<file path="src/rtl/core/radix_digit_string_converter_core_macros.svh">
// ----------------------------------------------------------------------------
// Radix digit string converter: assertion macros
// Concurrent assertion helpers, compiled out when SYNTHESIS is defined.
// ----------------------------------------------------------------------------
`ifndef RADIX_DIGIT_STRING_CONVERTER_CORE_MACROS_SVH
`define RADIX_DIGIT_STRING_CONVERTER_CORE_MACROS_SVH

`ifndef SYNTHESIS

// The property must hold at every rising edge outside reset.
`define RDSC_ASSERT(lbl, clk, rst_n, prop, msg) \
  lbl: assert property (@(posedge clk) disable iff (!rst_n) (prop)) else $error(msg);

// The condition must never be true at a rising edge outside reset.
`define RDSC_ASSERT_NEVER(lbl, clk, rst_n, cond, msg) \
  lbl: assert property (@(posedge clk) disable iff (!rst_n) !(cond)) else $error(msg);

`else

`define RDSC_ASSERT(lbl, clk, rst_n, prop, msg)
`define RDSC_ASSERT_NEVER(lbl, clk, rst_n, cond, msg)

`endif

`endif

</file>
<file path="src/rtl/core/rdsc_pkg.sv">
// ----------------------------------------------------------------------------
// Radix digit string converter: package
// Shared widths, codes and types of the converter core.
// ----------------------------------------------------------------------------
package rdsc_pkg;

  // Default parameter values of the core.
  localparam int unsigned VALUE_WIDTH_DEF = 64;
  localparam int unsigned MAX_RADIX_DEF   = 16;
  localparam int unsigned MAX_DIGITS_DEF  = 64;

  // Fixed field widths.
  localparam int unsigned DIGIT_W   = 4;
  localparam int unsigned CHAR_W    = 8;
  localparam int unsigned RADIX_W   = 5;
  localparam int unsigned CFG_W     = 64;
  localparam int unsigned CFG_IDX_W = 2;

  // Smallest usable radix.
  localparam logic [RADIX_W-1:0] MIN_RADIX = RADIX_W'(2);

  // Configuration register indexes.
  typedef enum logic [CFG_IDX_W-1:0] {
    CFG_RADIX    = 2'd0,
    CFG_CHARS_LO = 2'd1,
    CFG_CHARS_HI = 2'd2
  } cfg_idx_e;

  // Controller states.
  typedef enum logic [1:0] {
    S_IDLE,
    S_CONV,
    S_EMIT
  } state_e;

  // Link between neighbouring division cells.
  typedef struct packed {
    logic               tok;
    logic [DIGIT_W-1:0] rem;
    logic               nz;
  } rdsc_link_t;

endpackage

</file>
<file path="src/rtl/core/rdsc_cell.sv">
// ----------------------------------------------------------------------------
// Radix digit string converter: division cell
// Holds one nibble of the running quotient and divides it by the radix,
// taking the partial remainder from its upper neighbour.
// ----------------------------------------------------------------------------
module rdsc_cell
  import rdsc_pkg::*;
(
  input  logic               clk_i,
  input  logic               rst_ni,
  input  logic               load_i,
  input  logic [DIGIT_W-1:0] load_nib_i,
  input  logic [RADIX_W-1:0] radix_i,
  input  rdsc_link_t         link_i,
  output rdsc_link_t         link_o
);

  logic               tok_q;
  logic [DIGIT_W-1:0] nib_q;
  logic [DIGIT_W-1:0] rem_q;
  logic               nz_q;

  logic [DIGIT_W-1:0] quo_d;
  logic [DIGIT_W-1:0] rem_d;

  // Restoring division of {remainder in, nibble} by the radix, one bit a step.
  // The partial value is one bit wider than a digit, which is the radix width.
  always_comb begin
    logic [DIGIT_W:0]   part;
    logic [DIGIT_W-1:0] rem;
    rem   = link_i.rem;
    quo_d = '0;
    for (int i = DIGIT_W - 1; i >= 0; i--) begin
      part = {rem, nib_q[i]};
      if (part >= radix_i) begin
        quo_d[i] = 1'b1;
        part     = part - radix_i;
      end
      rem = part[DIGIT_W-1:0];
    end
    rem_d = rem;
  end

  always_ff @(posedge clk_i or negedge rst_ni) begin
    if (!rst_ni) begin
      tok_q <= 1'b0;
    end else if (load_i) begin
      tok_q <= 1'b0;
    end else begin
      tok_q <= link_i.tok;
    end
  end

  always_ff @(posedge clk_i) begin
    if (load_i) begin
      nib_q <= load_nib_i;
    end else if (link_i.tok) begin
      nib_q <= quo_d;
      rem_q <= rem_d;
      nz_q  <= link_i.nz | (quo_d != '0);
    end
  end

  assign link_o = '{tok: tok_q, rem: rem_q, nz: nz_q};

endmodule

</file>
<file path="config.mk">
export PLATFORM = sky130hd
export DESIGN_NAME = rdsc_cell
export DESIGN_NICKNAME = d
export VERILOG_FILES = /design/src/rtl/core/radix_digit_string_converter_core_macros.svh /design/src/rtl/core/rdsc_pkg.sv /design/src/rtl/core/rdsc_cell.sv
export SDC_FILE = /design/constraint.sdc
export NUM_CORES = 1
export LEC_CHECK = 0
export ABC_AREA = 1
export BUFFER_PORTS_ARGS = -buffer_cell sky130_fd_sc_hd__buf_2
export CAP_MARGIN = 20
export CORE_MARGIN = 2
export CORE_UTILIZATION = 45
export CTS_CLUSTER_SIZE = 16
export DETAILED_ROUTE_END_ITERATION = 16
export PLACE_DENSITY = 0.69
export SYNTH_ARGS = -nofsm -noshare
export SYNTH_HDL_FRONTEND = slang
export SYNTH_SLANG_ARGS = --single-unit
</file>
<file path="constraint.sdc">
create_clock -name clk_i -period 4.5 [get_ports clk_i]
set_input_delay 0.9 -clock clk_i [delete_from_list [all_inputs] [get_ports clk_i]]
set_output_delay 0.9 -clock clk_i [all_outputs]
set_load 0.02 [all_outputs]
</file>
==> results.cfg, run 1 <==
[floorplan]
core_area_um2 = 2810
num_rows = 19
dieArea_um2 = 3470
die_w_um = 58.9
die_h_um = 58.9
start_util = 0.484
io_pins = 24

[final_layout]
layout.nets = 301
n_fill_cell = 120
multi_input_area_um2 = 1390
ff_latch_area_um2 = 295
layout.cells.non_filler = 289
n_antenna_cell = 0
synthToLayoutAreaGrowth_pct = 83.9
drive_above_1_share = 0.686

[synth]
synth_area_um2 = 1360
syn_area_per_cell_um2 = 7.76
synthCells = 175
synth_ff_type = edfxtp_1
synthArstFlopShare = 0.100
syn-num-nets = 217
yosysSeqAreaShare = 0.218
synth_enable_flop_cells = 9
synthDistinctLibCells = 32
ys_ff_latch = 10
yosys_warnings = 0

[cts]
numCtsBuffers = 3
postCtsHoldBufs = 0
insertion_delay_ns = 0.28
clkTransAtPathRegs_ns = 0.07
htree_levels = 1
cts.sinks = 10
cts_tree = yes
root_buffer = clkbuf_4
clockBufferDepth = 2

[detailed_routing]
routed_via_density = 5.66
wl_per_cell_um = 18.8
firstDrtPassIters = 4
ant_nets = 0
drc = 0
routed_wl_mm = 5.42
drtIter0Drc = 94
num_vias = 1637

[setup_path]
crit_path_max_incr_delay_ns = 0.40
critPathRequiredTime_ns = 4.65
cp_data_arrival_time_ns = 5.13
worstPathMaxFanout = 7
start_kind = input port
cp_num_cells = 31
cp-end-kind = register
r2r_slack_ns = -0.28
r2r_start = nib_q[3]
worst-setup-path-type = in -> reg
cp-startpoint = radix_i[0]
path_buf_inv = 6
ff2ff_path_depth = 31
path_delay_family = simple AND/OR/NAND/NOR gates
crit_path_frequent_cell = ha_4
crit_end = rem_q[2]
timing.rr.end = rem_q[2]
slowest_stage = fa_2

[sta]
skew_ns = 0.00278
setup_violations = 6
rsz0062_at_grt = true
slew_violations = 0
setup_slack_ns = -0.484
period_minus_slack_ns = 4.98
slew-limit-headroom = 0.625
fmax_mhz = 201
worst_pin_slew_ns = 0.560
fin_crit_sh = 1.11
finalHoldViolCount = 0

[global_route]
grt-ovfl-total = 0
grt_max_degree = 10
grt_pass1_wl_mm = 7.21
grt_pass1_vias = 1685
antenna_found_initial = 0
grt_usage = 0.279

[pwr]
power.leakage_nw = 1.20
vdd_drop_max_v = 0.000415
power.density_nw_per_um2 = 682

[placed_design]
dpl.hpwl_mm = 2.95
place_ws_ns = -0.967
dp_cells = 263
port_buffers = 23
place_congestion = 0.813

[status]
status = complete, but fails checks
violations = setup timing

[job]
maxCapViolations = 0

[min_path]
min_path_type = in -> async
==> worst reg2reg max path: cells and delay by family (launching register included) <==
kind	cells	cell delay (ns)
compound gates	4	0.60
xor+xnor	1	0.21
fa+ha+maj	5	1.30
buf+inv	6	0.60
flops	1	0.37
simple gates	15	1.55
==> cell usage after synthesis (all sizes together) (2+ instances only) <==
library cell	instances	area [um^2]
nand3	12	87.6
edfxtp	9	270
xnor2	3	26.3
xor2	4	35.0
nand2	52	208
a21oi	7	53.8
nor2	6	32.5
o21ai	10	65.1
buf	2	15.0
ha	20	250
inv	31	119
nand4	5	37.5
fa	4	80.1
a31oi	2	12.5
==> stage by stage <==
stage	util	power, mW	TNS (ns)	hold WS (ns)	instance area, um^2
final	0.890	1.70	-2.78	0.378	2500
after global routing	0.890	1.80	-4.20	0.366	2500
after CTS	0.805	1.44	-1.89	0.378	2260
after detailed placement	0.663	1.02	-5.56	0.579	1860
after global placement	0.663	0.977	-4.45	0.552	1860
after floorplan	-	0.722	-2.25	0.525	1450
==> layer usage <==
layer  global-route usage  up-vias  share of wire
met2                0.508       75           0.52
li1                     -      739              -
met4                0.146        0          0.044
met3               0.0527       28          0.054
met5                    0        -              0
met1                0.303      795           0.38
==> power breakdown <==
group | total, mW | internal [mW] | switching (mW)
clock | 0.0856 | 0.0493 | 0.0363
sequential | 0.166 | 0.156 | 0.00943
combinational | 1.45 | 0.720 | 0.732
==> final cells by class <==
| type | instances | share of cell area |
|---|---|---|
| Tap cell | 31 | 0.0155 |
| Inverter | 32 | 0.0566 |
| Sequential cell | 10 | 0.118 |
| Multi-Input combinational cell | 130 | 0.556 |
| Clock buffer | 4 | 0.0145 |
| Timing Repair Buffer | 82 | 0.239 |
==> what timing repair did <==
action | 4_1_cts | 5_1_grt
gates cloned | 0 | 0
buffers inserted | 16 | 6
endpoints found under the setup margin | 6 | 6
pin swaps | 31 | 38
gates resized for setup | 42 | 46
==> flip-flops by register name (all words and copies together), names as in the netlist <==
name   count
nz_q       1
tok_q      1
nib_q      4
rem_q      4
==> worst min-delay path by stage <==
stage / startpoint / end / slack, ns / cells past startpoint
2_1_floorplan: nib_q[0] / rem_q[0] / 0.53 / 2
3_3_place_gp: nib_q[0] / rem_q[0] / 0.55 / 2
3_5_place_dp: nib_q[0] / rem_q[0] / 0.58 / 2
4_1_cts: rst_ni / tok_q / 0.38 / 1
5_1_grt: rst_ni / tok_q / 0.37 / 1
6_report: rst_ni / tok_q / 0.38 / 1
==> cell families (layout without fill, tap and decap cells) <==
kind of cell / Yosys count / count (layout) / synth area share
compound gates: 21 / 21 / 0.108
xor+xnor: 7 / 7 / 0.0452
fa+ha+maj: 24 / 24 / 0.243
buf+inv: 35 / 118 / 0.104
flops: 10 / 10 / 0.218
simple gates: 78 / 78 / 0.282
==> layout by cell type (no fill, tap or decap), types with 2 or more instances in the layout <==
master      Yosys  final
o21ai_0         6      2
nand4_1         4      4
inv_1          30     20
buf_4           2     58
nand3_1         8      2
inv_4           1      2
inv_2           0      6
buf_2           0     19
nand2_4         0     12
a21oi_2         2      3
nand2_1        47     24
nand3_4         1      2
edfxtp_1        9      9
fa_1            4      3
o21ai_2         4      5
ha_1           20      4
buf_6           0      4
ha_4            0     16
xor2_1          4      4
nand3_2         3      8
nor2_4          1      2
a21oi_4         1      3
nor2_1          4      2
o21ai_4         0      3
nand2_2         5     16
xnor2_1         3      2
clkinvlp_4      0      3
clkbuf_4        0      3
nor2_2          1      2
(Power assumes the default switching activity.)
==> run 2: changes to the inputs <==
--- a/config.mk
+++ b/config.mk
@@ -5,7 +5,7 @@
 export SDC_FILE = /design/constraint.sdc
 export NUM_CORES = 1
 export LEC_CHECK = 0
-export ABC_AREA = 1
+export ABC_AREA = 0
 export BUFFER_PORTS_ARGS = -buffer_cell sky130_fd_sc_hd__buf_2
 export CAP_MARGIN = 20
 export CORE_MARGIN = 2
==> run 2 against run 1 <==
The run still ends with setup timing left. Clock-buffer cell count unchanged. Final cell count shrank 14%. First-iteration DRC count shrank 55%. Fmax shrank 10%. Register-to-register slack lost 0.44 ns. Cell area is 11% lower. Utilization fell by 9.0 points. Die area down 1.6%. Synthesized area is 1.7% lower. Non-clock buffer count decreased by 3. Synthesized cell count fell by 21%. Largest cell class unchanged.
==> results.cfg, run 2 <==
[setup_path]
ff2ff_path_depth = 24
worstPathCellList = buf_6 -> clkinvlp_4 -> buf_4 -> fa_1 -> xor2_1 -> mux2_4 -> ha_1 -> nand2_1 -> o21ai_4 -> mux2_4 -> inv_2 -> ha_4 -> nor2b_4 -> o21a_1 -> or3_4 -> nand3_4 -> o311ai_4 -> ha_2 -> a311o_1 -> o221ai_4 -> or3b_1 -> o211ai_2
crit_path_max_incr_delay_ns = 0.44
r2r_start = nib_q[3]
crit_path_frequent_cell = mux2_4
timing.rr.end = rem_q[3]
worst-setup-path-type = in -> reg
critPathRequiredTime_ns = 4.62
path_delay_family = compound AO/OA/AOI/OAI gates
slowest_stage = fa_1
cp_data_arrival_time_ns = 5.66
start_kind = input port
r2r_slack_ns = -0.72
worstPathMaxFanout = 5
cp-end-kind = register
path_buf_inv = 4

[detailed_routing]
firstDrtPassIters = 4
ant_nets = 0
wl_per_cell_um = 16.7
num_vias = 1347
routed_via_density = 5.41
drc = 0
drtIter0Drc = 42
routed_wl_mm = 4.17

[global_route]
use_met1 = 0.295
busiest_layer = met2
grt_pass1_wl_mm = 6.36
grt_max_degree = 7
met2_usage = 0.457
antenna_found_initial = 0
grt-ovfl-total = 0
met3_usage = 0.0374
grt_usage = 0.247
grt_pass1_vias = 1389

[cts]
clockBufferDepth = 2
cts.sinks = 10
postCtsHoldBufs = 0
insertion_delay_ns = 0.27
htree_levels = 1
cts_tree = yes
root_buffer = clkbuf_4
numCtsBuffers = 3
clkTransAtPathRegs_ns = 0.07

[sta]
setup_slack_ns = -1.04
fmax_mhz = 180
skew_ns = 0.00754
period_minus_slack_ns = 5.54
fin_crit_sh = 1.23
setup_violations = 7
final.setup.tns_ns = -5.88
worst_pin_slew_ns = 0.507
finalHoldViolCount = 0
hold_slack_ns = 0.401
slew_violations = 0
slew-limit-headroom = 0.661
rsz0062_at_grt = true

[synth]
ys_top_cells_by_area = edfxtp_1 20%, ha_1 19%, fa_1 6.0%
synth_ff_type = edfxtp_1
synth_top_area_share = 0.202
synth_area_um2 = 1340
yosysTopAreaCell = edfxtp_1
syn_area_per_cell_um2 = 9.60
yosysSeqAreaShare = 0.221
synth_enable_flop_cells = 9
synthCells = 139
syn-num-nets = 181
synth_most_common_cell = ha_1
synthArstFlopShare = 0.100
ys_ff_latch = 10
yosys_warnings = 0
synthDistinctLibCells = 42
synth_commonest_cells = 20 x ha_1, 17 x inv_1, 9 x edfxtp_1

[final_layout]
utilization = 0.800
n_antenna_cell = 0
drive_above_1_share = 0.592
final_cell_mix = 51 x buf_4, 21 x buf_2, 13 x inv_1
layout.nets = 261
synthToLayoutAreaGrowth_pct = 66.7
n_fill_cell = 179
largest_registers = nib_q x4, rem_q x4
final_common_cell = buf_4
final_area_um2 = 2230

[pwr]
finalPower_mw = 1.47
power.leakage_nw = 1.05
power.density_nw_per_um2 = 662
vdd_drop_max_v = 0.000680

[status]
violations = setup timing
status = complete, but fails checks

[placed_design]
post_dp_cell_area_um2 = 1830
dpl.hpwl_mm = 2.84
place_congestion = 0.824
port_buffers = 23

[floorplan]
num_rows = 19
start_util = 0.480
dieArea_um2 = 3420
die_w_um = 58.5
core_area_um2 = 2780
die_h_um = 58.5
io_pins = 24

[job]
maxCapViolations = 0

[min_path]
min_path_type = in -> async
## run 2: cell count changes in the layout (fill, tap and decap cells not counted), moves of 5 or more
cell,delta
nand3_2,-8
nand2_1,-16
ha_1,+8
inv_1,-7
nand2_4,-12
buf_4,-7
nand2_2,-15
mux2i_1,+5
ha_4,-9
## run 2: metrics by stage
step | cells | setup slack, ns
after floorplan | 139 | -1.13
after global placement | 227 | -1.24
after detailed placement | 227 | -1.40
after CTS | 245 | -0.939
after global routing | 249 | -1.18
final | 249 | -1.04
## run 2: cells by family (layout without fill, tap and decap cells)
family          count (synthesis)  in the layout  share of synthesized area
simple gates                   32             32                      0.129
mux                            13             13                      0.106
compound gates                 32             32                      0.185
fa+ha+maj                      24             24                      0.247
flops                          10             10                      0.221
buf+inv                        21            100                     0.0656
xor+xnor                        7              7                     0.0459
## run 2: report_power, final
| group | internal [mW] | switching (mW) |
|---|---|---|
| Clock | 0.0491 | 0.0303 |
| Sequential | 0.153 | 0.00852 |
| Combinational | 0.678 | 0.553 |
| Total | 0.881 | 0.592 |
## run 2: final cells by class
class                           count  area (um^2)  share of cell area
Sequential cell                    10          295               0.133
Multi-Input combinational cell    108         1210               0.545
Timing Repair Buffer               79          571               0.256
Clock buffer                        4         36.3              0.0163
Inverter                           17         71.3              0.0320
Tap cell                           31         38.8              0.0174
## run 2: worst max-delay path by stage
stage,from,endpoint,slack (ns),depth (start not counted)
floorplan,radix_i[1],rem_q[3],-1.13,24
global placement,radix_i[2],rem_q[3],-1.24,25
detailed placement,radix_i[2],rem_q[3],-1.40,25
CTS,radix_i[2],rem_q[3],-0.94,25
global route,radix_i[1],rem_q[3],-1.18,22
finish,radix_i[1],rem_q[3],-1.04,22
## run 2: routing by layer
layer / routed length, um / up-vias
li1: - / 660
met1: 1670 / 650
met2: 2290 / 29
met3: 137 / 8
met4: 65 / 0
met5: 0 / -
## run 2: worst reg2reg max path, stage by stage, from the launching register on
cell,delay (ns)
edfxtp_1,0.40
inv_1,0.13
ha_4,0.22
nor2b_2,0.13
o21a_1,0.15
o21a_4,0.19
mux2i_4,0.26
inv_2,0.06
ha_4,0.24
a21o_1,0.20
a31oi_4,0.18
o21ai_4,0.11
nor2_2,0.12
nor2_1,0.07
ha_1,0.34
a21o_1,0.18
a31oi_1,0.20
o21ai_2,0.12
buf_6,0.16
mux2i_1,0.12
ha_1,0.33
a311o_1,0.38
o221ai_4,0.24
or3b_1,0.39
o211ai_2,0.15
## run 2: repair_timing
| action | 4_1_cts | 5_1_grt |
|---|---|---|
| pin swaps | 14 | 15 |
| endpoints found under the setup margin | 7 | 7 |
| buffers inserted | 14 | 5 |
| gates resized for setup | 30 | 15 |
