**src/rtl/core/radix_digit_string_converter_core_macros.svh**
```systemverilog
// ----------------------------------------------------------------------------
// Radix digit string converter: assertion macros
// Concurrent assertion helpers, compiled out when SYNTHESIS is defined.
// ----------------------------------------------------------------------------
`ifndef RADIX_DIGIT_STRING_CONVERTER_CORE_MACROS_SVH
`define RADIX_DIGIT_STRING_CONVERTER_CORE_MACROS_SVH

`ifndef SYNTHESIS

// The property must hold at every rising edge outside reset.
`define RDSC_ASSERT(lbl, clk, rst_n, prop, msg) \
  lbl: assert property (@(posedge clk) disable iff (!rst_n) (prop)) else $error(msg);

// The condition must never be true at a rising edge outside reset.
`define RDSC_ASSERT_NEVER(lbl, clk, rst_n, cond, msg) \
  lbl: assert property (@(posedge clk) disable iff (!rst_n) !(cond)) else $error(msg);

`else

`define RDSC_ASSERT(lbl, clk, rst_n, prop, msg)
`define RDSC_ASSERT_NEVER(lbl, clk, rst_n, cond, msg)

`endif

`endif

```
**src/rtl/core/rdsc_ram.sv**
```systemverilog
// ----------------------------------------------------------------------------
// Radix digit string converter: generic RAM
// One write port and one read port with registered read data.
// ----------------------------------------------------------------------------
module rdsc_ram #(
  parameter int unsigned WIDTH = 4,
  parameter int unsigned DEPTH = 64
) (
  input  logic                     clk_i,
  input  logic                     we_i,
  input  logic [$clog2(DEPTH)-1:0] waddr_i,
  input  logic [WIDTH-1:0]         wdata_i,
  input  logic                     re_i,
  input  logic [$clog2(DEPTH)-1:0] raddr_i,
  output logic [WIDTH-1:0]         rdata_o
);

  logic [WIDTH-1:0] mem_q [DEPTH];
  logic [WIDTH-1:0] rdata_q;

  always_ff @(posedge clk_i) begin
    if (we_i) begin
      mem_q[waddr_i] <= wdata_i;
    end
    if (re_i) begin
      rdata_q <= mem_q[raddr_i];
    end
  end

  assign rdata_o = rdata_q;

endmodule

```
**config.mk**
```make
export PLATFORM = sky130hd
export DESIGN_NAME = rdsc_ram
export DESIGN_NICKNAME = d
export VERILOG_FILES = /design/src/rtl/core/radix_digit_string_converter_core_macros.svh /design/src/rtl/core/rdsc_ram.sv
export SDC_FILE = /design/constraint.sdc
export NUM_CORES = 1
export LEC_CHECK = 0
export ABC_AREA = 1
export BUFFER_PORTS_ARGS = -buffer_cell sky130_fd_sc_hd__buf_2
export CORE_MARGIN = 8
export CORE_UTILIZATION = 40
export CTS_CLUSTER_SIZE = 12
export DETAILED_ROUTE_END_ITERATION = 7
export PLACE_DENSITY = 0.57
export RECOVER_POWER = 100
export SLEW_MARGIN = 20
export SYNTH_ARGS = -nofsm -noshare
export SYNTH_HDL_FRONTEND = slang
export SYNTH_SLANG_ARGS = --single-unit
```
**constraint.sdc**
```tcl
create_clock -name clk_i -period 4.1 [get_ports clk_i]
set_input_delay 0.41 -clock clk_i [delete_from_list [all_inputs] [get_ports clk_i]]
set_output_delay 0.41 -clock clk_i [all_outputs]
set_load 0.01 [all_outputs]
```
==> summary.md, run 1 <==
| Metric | Value |
|---|---|
| Die area | `~33000 sq um` |
| Reg clk slew, reported paths | `about 0.060 ns` |
| Pins Over Slew Limit | `199` |
| Final Instance Area | `11900 sq um` |
| FF+latch count, synth | `260` |
| GRT Residual Overflow | `0` |
| Number of synthesis warnings | `0` |
| Startpoint types | `primary input` |
| Die Y | `181 microns` |
| Critical path endpoint category | `register` |
| Vias | `7045` |
| Top-count cell post-synth | `nand2_1` |
| Leading post-synthesis cells by cell area | `edfxtp_1 71%, nand2_1 11%, nand3_1 10%` |
| First-pass GRT wire length | `41.4 mm` |
| Sw frac | `22.4%` |
| Worst Path Buf+Inv | `2` |
| Number of global-route vias before repair | `~7000` |
| DRT Pass-1 Iters | `8` |
| Setup Viol. Count Final | `0` |
| Status | `complete, but fails checks` |
| Initial antenna violation count | `1` |
| Setup Crit Path Kind | `primary input to register` |
| EDFF count, synth | `260` |
| Clk network pwr share | `40.7%` |
| Share of cells above drive strength 1 | `5.45%` |
| # Post-CTS Setup Buffers | `0` |
| Failing checks | `design-rule violations, max-capacitance violations, max-slew violations` |
| Port Buf Inserts | `22` |
| CP arrival | `2.99 ns` |
| H-tree Lvls | `1` |
| Routed Antenna Nets | `0` |
| Worst endpoint required time | `4.28 ns` |
| Fin crit share | `between 60 and 70%` |
| Ys flop type | `edfxtp_1` |
| Peak supply drop | `0.266 mV` |
| Dpl hpwl | `about 16 mm` |
| Starting Density | `40.6%` |
| I/O pin cnt | `23` |
| Worst skew pair latency | `around 0.54 ns` |
| Register area share after synthesis | `slightly above 70%` |
| Post-synthesis cell type count | `13` |
| Most common library cells after synthesis | `324 x nand2_1, 260 x edfxtp_1, 223 x nand3_1` |
| Syn Inst Count | `around 950` |
| Cell area after synthesis | `10900 sq um` |
| CTS Root Cell | `clkbuf_16` |
| Post-Syn Nets | `967` |
| Worst path cell trace | `clkbuf_1, clkbuf_1` |
| Rel. slew slack | `-61.9%` |
| Cell family with most CP delay | `buffers and inverters` |
| Avg Inst Size Synth | `11.5 sq um` |
| # diodes | `0` |
| Fin. Hold Viols | `0` |
| Drt via density | `roughly 5.4` |
| Routed len/inst | `20.6 microns` |
| Routed wire length | `between 20 and 30 mm` |
| Final worst setup slack | `1.29 ns` |
| # rows | `60` |
| Max Cap Viol | `5` |
| Slowest stage delay, CP | `around 1.7 ns` |
| Pin count of the biggest net entering global routing | `69` |
| Int Pwr | `0.00432 W` |
| Switching power | `0.00124 W` |
| Clock Tree Buf Depth | `3` |
| CTS tree | `built` |
| GP Congestion | `0.826` |
| DP Worst Slack | `around 1.5 ns` |
| Power per Cell Area | `467 nW/um^2` |
| Final TNS setup | `0 ns` |
| Combinational share of power | `6.1%` |
| CTS Sinks | `260` |
| Leakage power | `4.18 nW` |
| Number of buffers created by CTS | `28` |
| Fmax | `between 300 and 400 MHz` |
| Die width | `between 150 and 200 microns` |
| Most used cell along the critical path | `clkbuf_1` |
| Cell area after placement | `11100 sq um` |
| Hold Crit Class | `primary input to register` |
| Hold-fix buffers, CTS | `0` |
| Yosys top cell area share | `71.5%` |
| Sequential share of power | `53.2%` |
| CP Max Fanout | `47` |
| Total GRT Usage | `16.2%` |
| DRT iter0 DRCs | `606` |
| Worst-case clock skew | `roughly 0.016 ns` |
| Critical path's slowest cell | `clkbuf_1` |
| Core area | `26900 sq um` |
| Post-route DRC | `1` |
| CTS resizes | `0` |
| RSZ-0062 raised after global routing | `no` |
| Tightest Pin Transition | `2.43 ns` |
| Leading area contributor after synthesis | `edfxtp_1` |
| Fraction of registers with async set/reset | `0%` |
| NumNets Final | `between 900 and 1000` |
| Synth-to-layout area growth | `8.94%` |
| Crit path time final | `2.81 ns` |
-- cell families after synthesis --
logic type | Yosys count | share of synthesized area, %
and+or+nand+nor | 620 | 24.3
DFF | 260 | 71.5
buffers and inverters | 68 | 4.26
-- stage by stage --
stage / hold slack [ns] / utilization [%] / instances / power, W
6_report: 0.218 / 44.3 / 1314 / 0.00556
5_1_grt: 0.225 / 44.3 / 1314 / 0.00573
4_1_cts: 0.143 / 44.4 / 1314 / 0.00559
3_5_place_dp: 0.699 / 41.4 / 1265 / 0.00336
3_3_place_gp: 0.697 / 41.4 / 1265 / 0.00335
2_1_floorplan: 0.509 / - / 948 / 0.00323
-- sequential cells by signal, summed over array words and instances (netlist names) --
| signal | cells |
|---|---|
| mem_q | 256 |
| rdata_o | 4 |
-- layout by cell type, fill, tap and decap left out --
master and instances:
inv_1 9, inv_6 1, nor4_1 8, nor2_1 56, clkinv_2 5, clkbuf_16 29, clkbuf_1 25, inv_4 1
nand2_1 324, buf_4 6, clkinv_1 6, nand3_1 223, nand4_1 9, buf_2 9, edfxtp_1 260, clkbuf_2 1
inv_2 1
-- layout make-up --
class | count | area [sq um]
repair buffers | 32 | 155
inverters | 12 | 48.8
flip-flops and latches | 260 | 7810
clock buffers | 38 | 759
clock inverters | 11 | 51.3
multi-input cells | 620 | 2650
well taps | 341 | 427
fillers | 2570 | 15000
-- worst reg2reg max path, delay by kind of cell (launching register included) --
kind          cells  cell delay [ns]
flops             1             0.36
simple gates      8             0.76
-- path summary, 6_finish.rpt --
path / from / end / slack [ns] / cells past startpoint
setup / recovery: wdata_i[0] / mem_q[18][0]$_DFFE_PP_ / 1.29 / 2
hold reg to reg: mem_q[16][2]$_DFFE_PP_ / rdata_o[2]$_DFFE_PP_ / 0.90 / 8
hold / removal: re_i / rdata_o[3]$_DFFE_PP_ / 0.22 / 1
setup reg to reg: mem_q[11][1]$_DFFE_PP_ / rdata_o[1]$_DFFE_PP_ / 2.71 / 8
-- per-layer routing --
layer  part of all wire, %  track usage [%]
met2                    47             26.3
met1                    44             21.9
met4                   2.5             4.66
met5                 0.048                0
met3                   6.4             3.07
-- power by group through the flow --
stage	Combinational, W	Clock, W	Sequential [W]
3_5_place_dp	0.000343	0	0.00301
5_1_grt	0.000372	0.00240	0.00296
3_3_place_gp	0.000341	0	0.00301
6_report	0.000337	0.00226	0.00296
2_1_floorplan	0.000217	0	0.00301
4_1_cts	0.000344	0.00229	0.00296
No activity file was read; power rests on OpenSTA's default activity.
==> run 2: changes to the inputs <==
ABC_AREA = 0   (was 1)
clock period = 2.7 ns   (was 4.1 ns; I/O delays follow)
==> run 2 against run 1 <==
Compared with the run above:
- the flow finishes with violations (max-capacitance violations, max-slew violations)
- sequential power grew 52%
- clock skew decreased by 0.011 ns
- register-to-register slack got worse by 2.0 ns
- clock power increased by 46%
- total power increased by 48%
- non-clock buffer count grew 4
- largest cell class unchanged
==> summary.md, run 2 <==
| Metric | Value |
|---|---|
| Status | `complete, but fails checks` |
| Failing checks | `max-capacitance violations, max-slew violations` |
| Die Y | `178 microns (-2.0%)` |
| Port Buf Inserts | `22 (unchanged)` |
| Drt via density | `5.66 (+5.6%)` |
| Reg clk slew, reported paths | `0.06 ns (about the same)` |
| Cell area after synthesis | `10400 sq um (-4.3%)` |
| Leakage power | `3.61 nW (-14%)` |
| Hold-fix buffers, CTS | `0 (unchanged)` |
| Worst Path Buf+Inv | `2 (unchanged)` |
| Register area | `7810 sq um (unchanged)` |
| Number of synthesis warnings | `0 (unchanged)` |
| Share of cells above drive strength 1 | `18.7% (+13 points)` |
| Number of buffers created by CTS | `27 (-3.6%)` |
| Slowest stage delay, CP | `0.60 ns (-1.09 ns)` |
| Post-synthesis cell type count | `43 (+30)` |
| Worst endpoint required time | `2.97 ns (-1.31 ns)` |
| Register area share after synthesis | `74.7% (+3.2 points)` |
| CTS Root Cell | `clkbuf_16` |
| Rel. slew slack | `-10.0% (+52 points)` |
| Routed len/inst | `24.6 microns (+20%)` |
| # diodes | `0 (unchanged)` |
| Total GRT Usage | `14.3% (-1.9 points)` |
| Dpl hpwl | `14.7 mm (-7.2%)` |
| Top-count cell post-synth | `edfxtp_1` |
| Setup Crit Path Kind | `primary input to register` |
| Post-route DRC | `0 (-1)` |
| Fin crit share | `79.4%` |
| Post-Syn Nets | `540 (-44%)` |
| # rows | `59 (-1.7%)` |
| Peak supply drop | `0.373 mV (+40%)` |
| Critical path's slowest cell | `clkbuf_4` |
| Fmax | `roughly 470 MHz` |
| Final worst setup slack | `0.557 ns (-0.734 ns)` |
| CTS resizes | `0 (unchanged)` |
| Synth-to-layout area growth | `11.4%` |
| CP Max Fanout | `32 (-32%)` |
| Leading area contributor after synthesis | `edfxtp_1` |
| CP arrival | `2.42 ns (-0.57 ns)` |
| CTS tree | `built` |
| Cell area after placement | `10900 sq um (-1.9%)` |
| Setup Viol. Count Final | `0 (unchanged)` |
| Die area | `31500 sq um (-4.0%)` |
| Avg Inst Size Synth | `20.1 sq um (+74%)` |
| Final TNS setup | `0 ns (unchanged)` |
| Fin. Hold Viols | `0 (unchanged)` |
| GP Congestion | `0.798 (-3.4%)` |
| Leading post-synthesis cells by cell area | `edfxtp_1 75%, mux4_2 9.9%, mux4_1 4.8%` |
| Max FFs per register | `256 (unchanged)` |
| DRT iter0 DRCs | `502 (-17%)` |
| Power per Cell Area | `705 nW/um^2 (+51%)` |
| Worst path cell trace | `buf_4, clkbuf_4, mux4_2, nor3_1, o31ai_1, a221o_1` |
| Final Instance Area | `11600 sq um (-2.2%)` |
| Pins Over Slew Limit | `38 (-81%)` |
| Most common library cells after synthesis | `260 x edfxtp_1, 74 x nor2_1, 46 x mux4_2` |
| Initial antenna violation count | `1 (unchanged)` |
| Critical path endpoint category | `register` |
| DP Worst Slack | `0.322 ns (-1.20 ns)` |
| Clock Tree Buf Depth | `3 (unchanged)` |
| Startpoint types | `primary input` |
| Number of global-route vias before repair | `5357 (-23%)` |
| Syn Inst Count | `521 (-45%)` |
| DRT Pass-1 Iters | `5 (-3)` |
| Filler instances | `2178 (-15%)` |
| Yosys top cell area share | `74.7% (+3.2 points)` |
| Total power | `0.00820 W (+48%)` |
| Tightest Pin Transition | `1.65 ns (-0.778 ns)` |
| NumNets Final | `579 (-40%)` |
| FF+latch count, synth | `260 (unchanged)` |
| Routed Antenna Nets | `0 (unchanged)` |
| Die width | `178 microns (-2.0%)` |
| Hold WS | `0.142 ns (-0.0763 ns)` |
| First-pass GRT wire length | `33.6 mm (-19%)` |
| CTS Sinks | `260 (unchanged)` |
| RSZ-0062 raised after global routing | `no` |
| Commonest non-fill, non-tap cells in the layout | `260 x edfxtp_1, 74 x nor2_1, 46 x mux4_2` |
| Pin count of the biggest net entering global routing | `65 (-5.8%)` |
| # Post-CTS Setup Buffers | `0 (unchanged)` |
| Hold Crit Class | `primary input to register` |
| H-tree Lvls | `1 (unchanged)` |
| Worst skew pair latency | `0.52 ns (-0.02 ns)` |
| I/O pin cnt | `23 (unchanged)` |
| GRT Residual Overflow | `0 (unchanged)` |
| EDFF count, synth | `260 (unchanged)` |
| Ys flop type | `edfxtp_1` |
| Commonest non-fill, non-tap cell in the layout | `edfxtp_1` |
| Max Cap Viol | `1 (-4)` |
| Core area | `25800 sq um (-3.9%)` |
| Routed wire length | `22.3 mm (-17%)` |
| Cell family with most CP delay | `buffers and inverters` |
| Vias | `5136 (-27%)` |
| Multi-input logic area | `2430 sq um (-8.3%)` |
| Worst-case clock skew | `0.00571 ns (-0.0108 ns)` |
| Crit path time final | `~2.1 ns` |
| Fraction of registers with async set/reset | `0% (unchanged)` |
| Starting Density | `40.4% (-0.20 points)` |
| Register bank with the most flops | `mem_q` |
[run 2: final timing paths]
| kind | depth (start not counted) | endpoint | start | slack (ns) |
|---|---|---|---|---|
| setup / recovery | 6 | rdata_o[2]$_DFFE_PP_ | raddr_i[0] | 0.56 |
| hold / removal | 1 | rdata_o[0]$_DFFE_PP_ | re_i | 0.14 |
| setup reg to reg | 4 | rdata_o[2]$_DFFE_PP_ | mem_q[20][2]$_DFFE_PP_ | 0.76 |
| hold reg to reg | 4 | rdata_o[2]$_DFFE_PP_ | mem_q[34][2]$_DFFE_PP_ | 0.93 |
[run 2: cell families after synthesis]
group / count (synthesis) / share of synthesized area [%]
AOI/OAI and AO/OA: 37 / 2.63
DFF: 260 / 74.7
buffers and inverters: 29 / 2.02
muxes: 70 / 15.2
and+or+nand+nor: 125 / 5.44
[run 2: through the flow]
stage               cells  utilization, %
global route          907            45.0
CTS                   907            45.2
global placement      866            42.2
floorplan             521               -
detailed placement    866            42.2
finish                907            45.0
[run 2: final cells by class]
cell class / count / share of cell area [%]
Clock buffer: 31 / 5.94
Clock inverter: 10 / 0.634
Inverter: 3 / 0.0968
Tap cell: 335 / 3.60
Sequential cell: 260 / 67.1
Multi-Input combinational cell: 232 / 20.9
Timing Repair Buffer: 36 / 1.75
[run 2: metal layers]
metal | part of all wire, % | routed length, microns | track usage (%)
met5 | 0.045 | 10 | 0
met4 | 1.9 | 432 | 4.17
met2 | 49 | 11000 | 23.4
met1 | 43 | 9600 | 19.3
met3 | 6.0 | 1330 | 2.62
[run 2: power by group]
group	internal (W)	total (W)	leakage (nW)	switching, W
clock network	0.00189	0.00329	0.378	0.00140
logic	0.000152	0.000413	0.889	0.000261
registers	0.00448	0.00449	2.34	0.0000111
total	0.00653	0.00820	3.61	0.00167
[run 2: worst register-to-register path, cell delays in order, from the launching register on]
cell,delay [ns]
edfxtp_1,0.36
mux4_1,0.57
o32ai_1,0.33
a211oi_1,0.10
a221o_1,0.33
==> run 3: changes to the inputs <==
clock period = 2.1 ns   (was 2.7 ns; I/O delays follow)
==> run 3 against run 2 <==
Compared with the run above:
- the run now ends clean
- flip-flop and latch count stayed put
- clock skew rose by 0.0063 ns
- sequential share of layout area fell by 2.5 points
- sequential power rose by 29%
- critical path depth shrank 2
- first-iteration DRC count is 14% lower
- cell area is 3.9% higher
- total power up 35%
- die area did not move
- worst hold slack gained 0.051 ns
- final cell count rose by 7.6%
- global-route usage up 1.1 points
==> summary.md, run 3 (synthesized netlist as in run 2, its figures left out) <==
| Metric | Value |
|---|---|
| WL met3 | `1.36 mm (+2.1%)` |
| Worst endpoint required time | `2.38 ns (-0.59 ns)` |
| Fin. Hold Viols | `0 (unchanged)` |
| Worst skew pair latency | `0.54 ns (+0.02 ns)` |
| I/O pin cnt | `23 (unchanged)` |
| Critical path endpoint category | `register` |
| Fin cells | `976 (+7.6%)` |
| Slowest stage delay, CP | `0.57 ns (-0.03 ns)` |
| Hold Crit Class | `primary input to register` |
| Starting Density | `40.4% (unchanged)` |
| NumNets Final | `643 (+11%)` |
| Register area | `7810 sq um (unchanged)` |
| Power per Cell Area | `916 nW/um^2 (+30%)` |
| Reg clk slew, reported paths | `0.06 ns (about the same)` |
| CTS Root Cell | `clkbuf_16` |
| Core area | `25800 sq um (unchanged)` |
| # Post-CTS Setup Buffers | `0 (unchanged)` |
| Cells after DPL | `928 (+7.2%)` |
| Cell family with most CP delay | `compound AO/OA/AOI/OAI gates` |
| Vias | `5396 (+5.1%)` |
| Tightest Pin Transition | `1.40 ns (-0.252 ns)` |
| Die width | `178 microns (unchanged)` |
| Pins Over Slew Limit | `0 (-100%)` |
| Port Buf Inserts | `22 (unchanged)` |
| Rel. slew slack | `6.81% (+17 points)` |
| Initial antenna violation count | `0 (-1)` |
| Fmax | `515 MHz` |
| Startpoint types | `register` |
| Final worst setup slack | `0.159 ns (-0.398 ns)` |
| Share of cells above drive strength 1 | `18.7% (about the same)` |
| Peak supply drop | `0.448 mV (+20%)` |
| Die area | `31500 sq um (unchanged)` |
| Clock Tree Buf Depth | `3 (unchanged)` |
| RSZ-0062 raised after global routing | `no` |
| # rows | `59 (unchanged)` |
| First-pass GRT wire length | `36.1 mm (+7.3%)` |
| Multi-input logic area | `2430 sq um (unchanged)` |
| Dpl hpwl | `15.9 mm (+8.2%)` |
| Commonest non-fill, non-tap cells in the layout | `260 x edfxtp_1, 74 x nor2_1, 67 x clkbuf_1` |
| Worst Path Buf+Inv | `0 (-2)` |
| Routed wire length | `23.9 mm (+6.9%)` |
| CP arrival | `2.23 ns (-0.19 ns)` |
| Routed Antenna Nets | `0 (unchanged)` |
| Crit path time final | `1.94 ns` |
| Max Cap Viol | `0 (-1)` |
| Number of global-route vias before repair | `5680 (+6.0%)` |
| Worst path cell trace | `mux4_1, o32ai_1, a211oi_1, a221o_1` |
| Number of buffers created by CTS | `28 (+3.7%)` |
| DRT iter0 DRCs | `432 (-14%)` |
| CTS Sinks | `260 (unchanged)` |
| CP Max Fanout | `1 (-97%)` |
| Top layer reached by signal wires | `met4` |
| R2r setup slk | `0.16 ns (-0.60 ns)` |
| Pin count of the biggest net entering global routing | `65 (unchanged)` |
| Routed len/inst | `24.5 microns (-0.67%)` |
| Filler instances | `2208 (+1.4%)` |
| Status | `finished clean` |
| Post-route DRC | `0 (unchanged)` |
| Drt via density | `5.53 (-2.4%)` |
| Synth-to-layout area growth | `15.7%` |
| Setup Viol. Count Final | `0 (unchanged)` |
| Fin crit share | `92.4%` |
| Register bank with the most flops | `mem_q` |
| DRT Pass-1 Iters | `5 (unchanged)` |
| Worst-case clock skew | `0.0120 ns (+0.00634 ns)` |
| CTS tree | `built` |
| GP Congestion | `0.850 (+6.5%)` |
| Total GRT Usage | `15.4% (+1.1 points)` |
| Setup Crit Path Kind | `register to register` |
| Die Y | `178 microns (unchanged)` |
| Final TNS setup | `0 ns (unchanged)` |
| Commonest non-fill, non-tap cell in the layout | `edfxtp_1` |
| Max FFs per register | `256 (unchanged)` |
| Leakage power | `3.79 nW (+5.1%)` |
| Hold WS | `0.193 ns (+0.0511 ns)` |
| Routed wl met2 | `11.6 mm (+6.0%)` |
| DP Worst Slack | `-0.0221 ns (-0.344 ns)` |
| GRT Residual Overflow | `0 (unchanged)` |
| # diodes | `0 (unchanged)` |
| Met1 wire length | `10.3 mm (+6.9%)` |
| H-tree Lvls | `1 (unchanged)` |
| Post-layout util | `46.8% (+1.8 points)` |
| Critical path's slowest cell | `mux4_1` |
## run 3: cell count changes in the layout (fill, tap and decap cells not counted), sizes merged
cell,before,now
dlygate4sd3,0,1
buf,21,32
clkbuf,46,101
bufinv,1,3
clkinvlp,0,1
inv,3,2
## run 3: path summary, 6_finish.rpt
| check | from | endpoint | cells after the start |
|---|---|---|---|
| worst min register to register | mem_q[35][0]$_DFFE_PP_ | rdata_o[0]$_DFFE_PP_ | 4 |
| worst max-delay path | mem_q[22][2]$_DFFE_PP_ | rdata_o[2]$_DFFE_PP_ | 4 |
| worst max register to register | mem_q[22][2]$_DFFE_PP_ | rdata_o[2]$_DFFE_PP_ | 4 |
| worst min-delay path | raddr_i[3] | rdata_o[2]$_DFFE_PP_ | 3 |
## run 3: worst register-to-register path, stage by stage, from the launching register on
cell and delay [ns]:
edfxtp_1 0.36, mux4_1 0.57, o32ai_1 0.36, a211oi_1 0.09, a221o_1 0.31
## run 3: layer usage
layer | track usage (%) | vias up
met2 | 25.6 | 194
li1 | - | 2362
met4 | 4.83 | 0
met3 | 2.23 | 53
met5 | 0 | -
met1 | 20.6 | 2787
## run 3: per-stage QoR
step	cell area, sq um	power, W
2_1_floorplan	10400	0.00620
3_3_place_gp	11400	0.00647
3_5_place_dp	11400	0.00649
4_1_cts	12300	0.0112
5_1_grt	12100	0.0114
6_report	12100	0.0111
## run 3: what timing repair did
action / CTS / global route
setup endpoints to repair: 0 / 0
endpoints found under the hold margin: 4 / 0
resized for setup: 0 / 0
hold buffers: 1 / 0
## run 3: cell type report
cell class / instances / share of cell area, %
clock buffers: 35 / 6.19
inverters: 3 / 0.0931
repair buffers: 99 / 4.52
flip-flops and latches: 260 / 64.6
multi-input cells: 232 / 20.1
clock inverters: 12 / 1.07
well taps: 335 / 3.47
## run 3: where the power goes
| group | total, W | switching (W) | leakage [nW] | internal [W] |
|---|---|---|---|---|
| combinational | 0.000577 | 0.000354 | 1.03 | 0.000223 |
| clock | 0.00473 | 0.00188 | 0.422 | 0.00285 |
| sequential | 0.00578 | 0.0000142 | 2.34 | 0.00576 |
| total | 0.0111 | 0.00224 | 3.79 | 0.00884 |
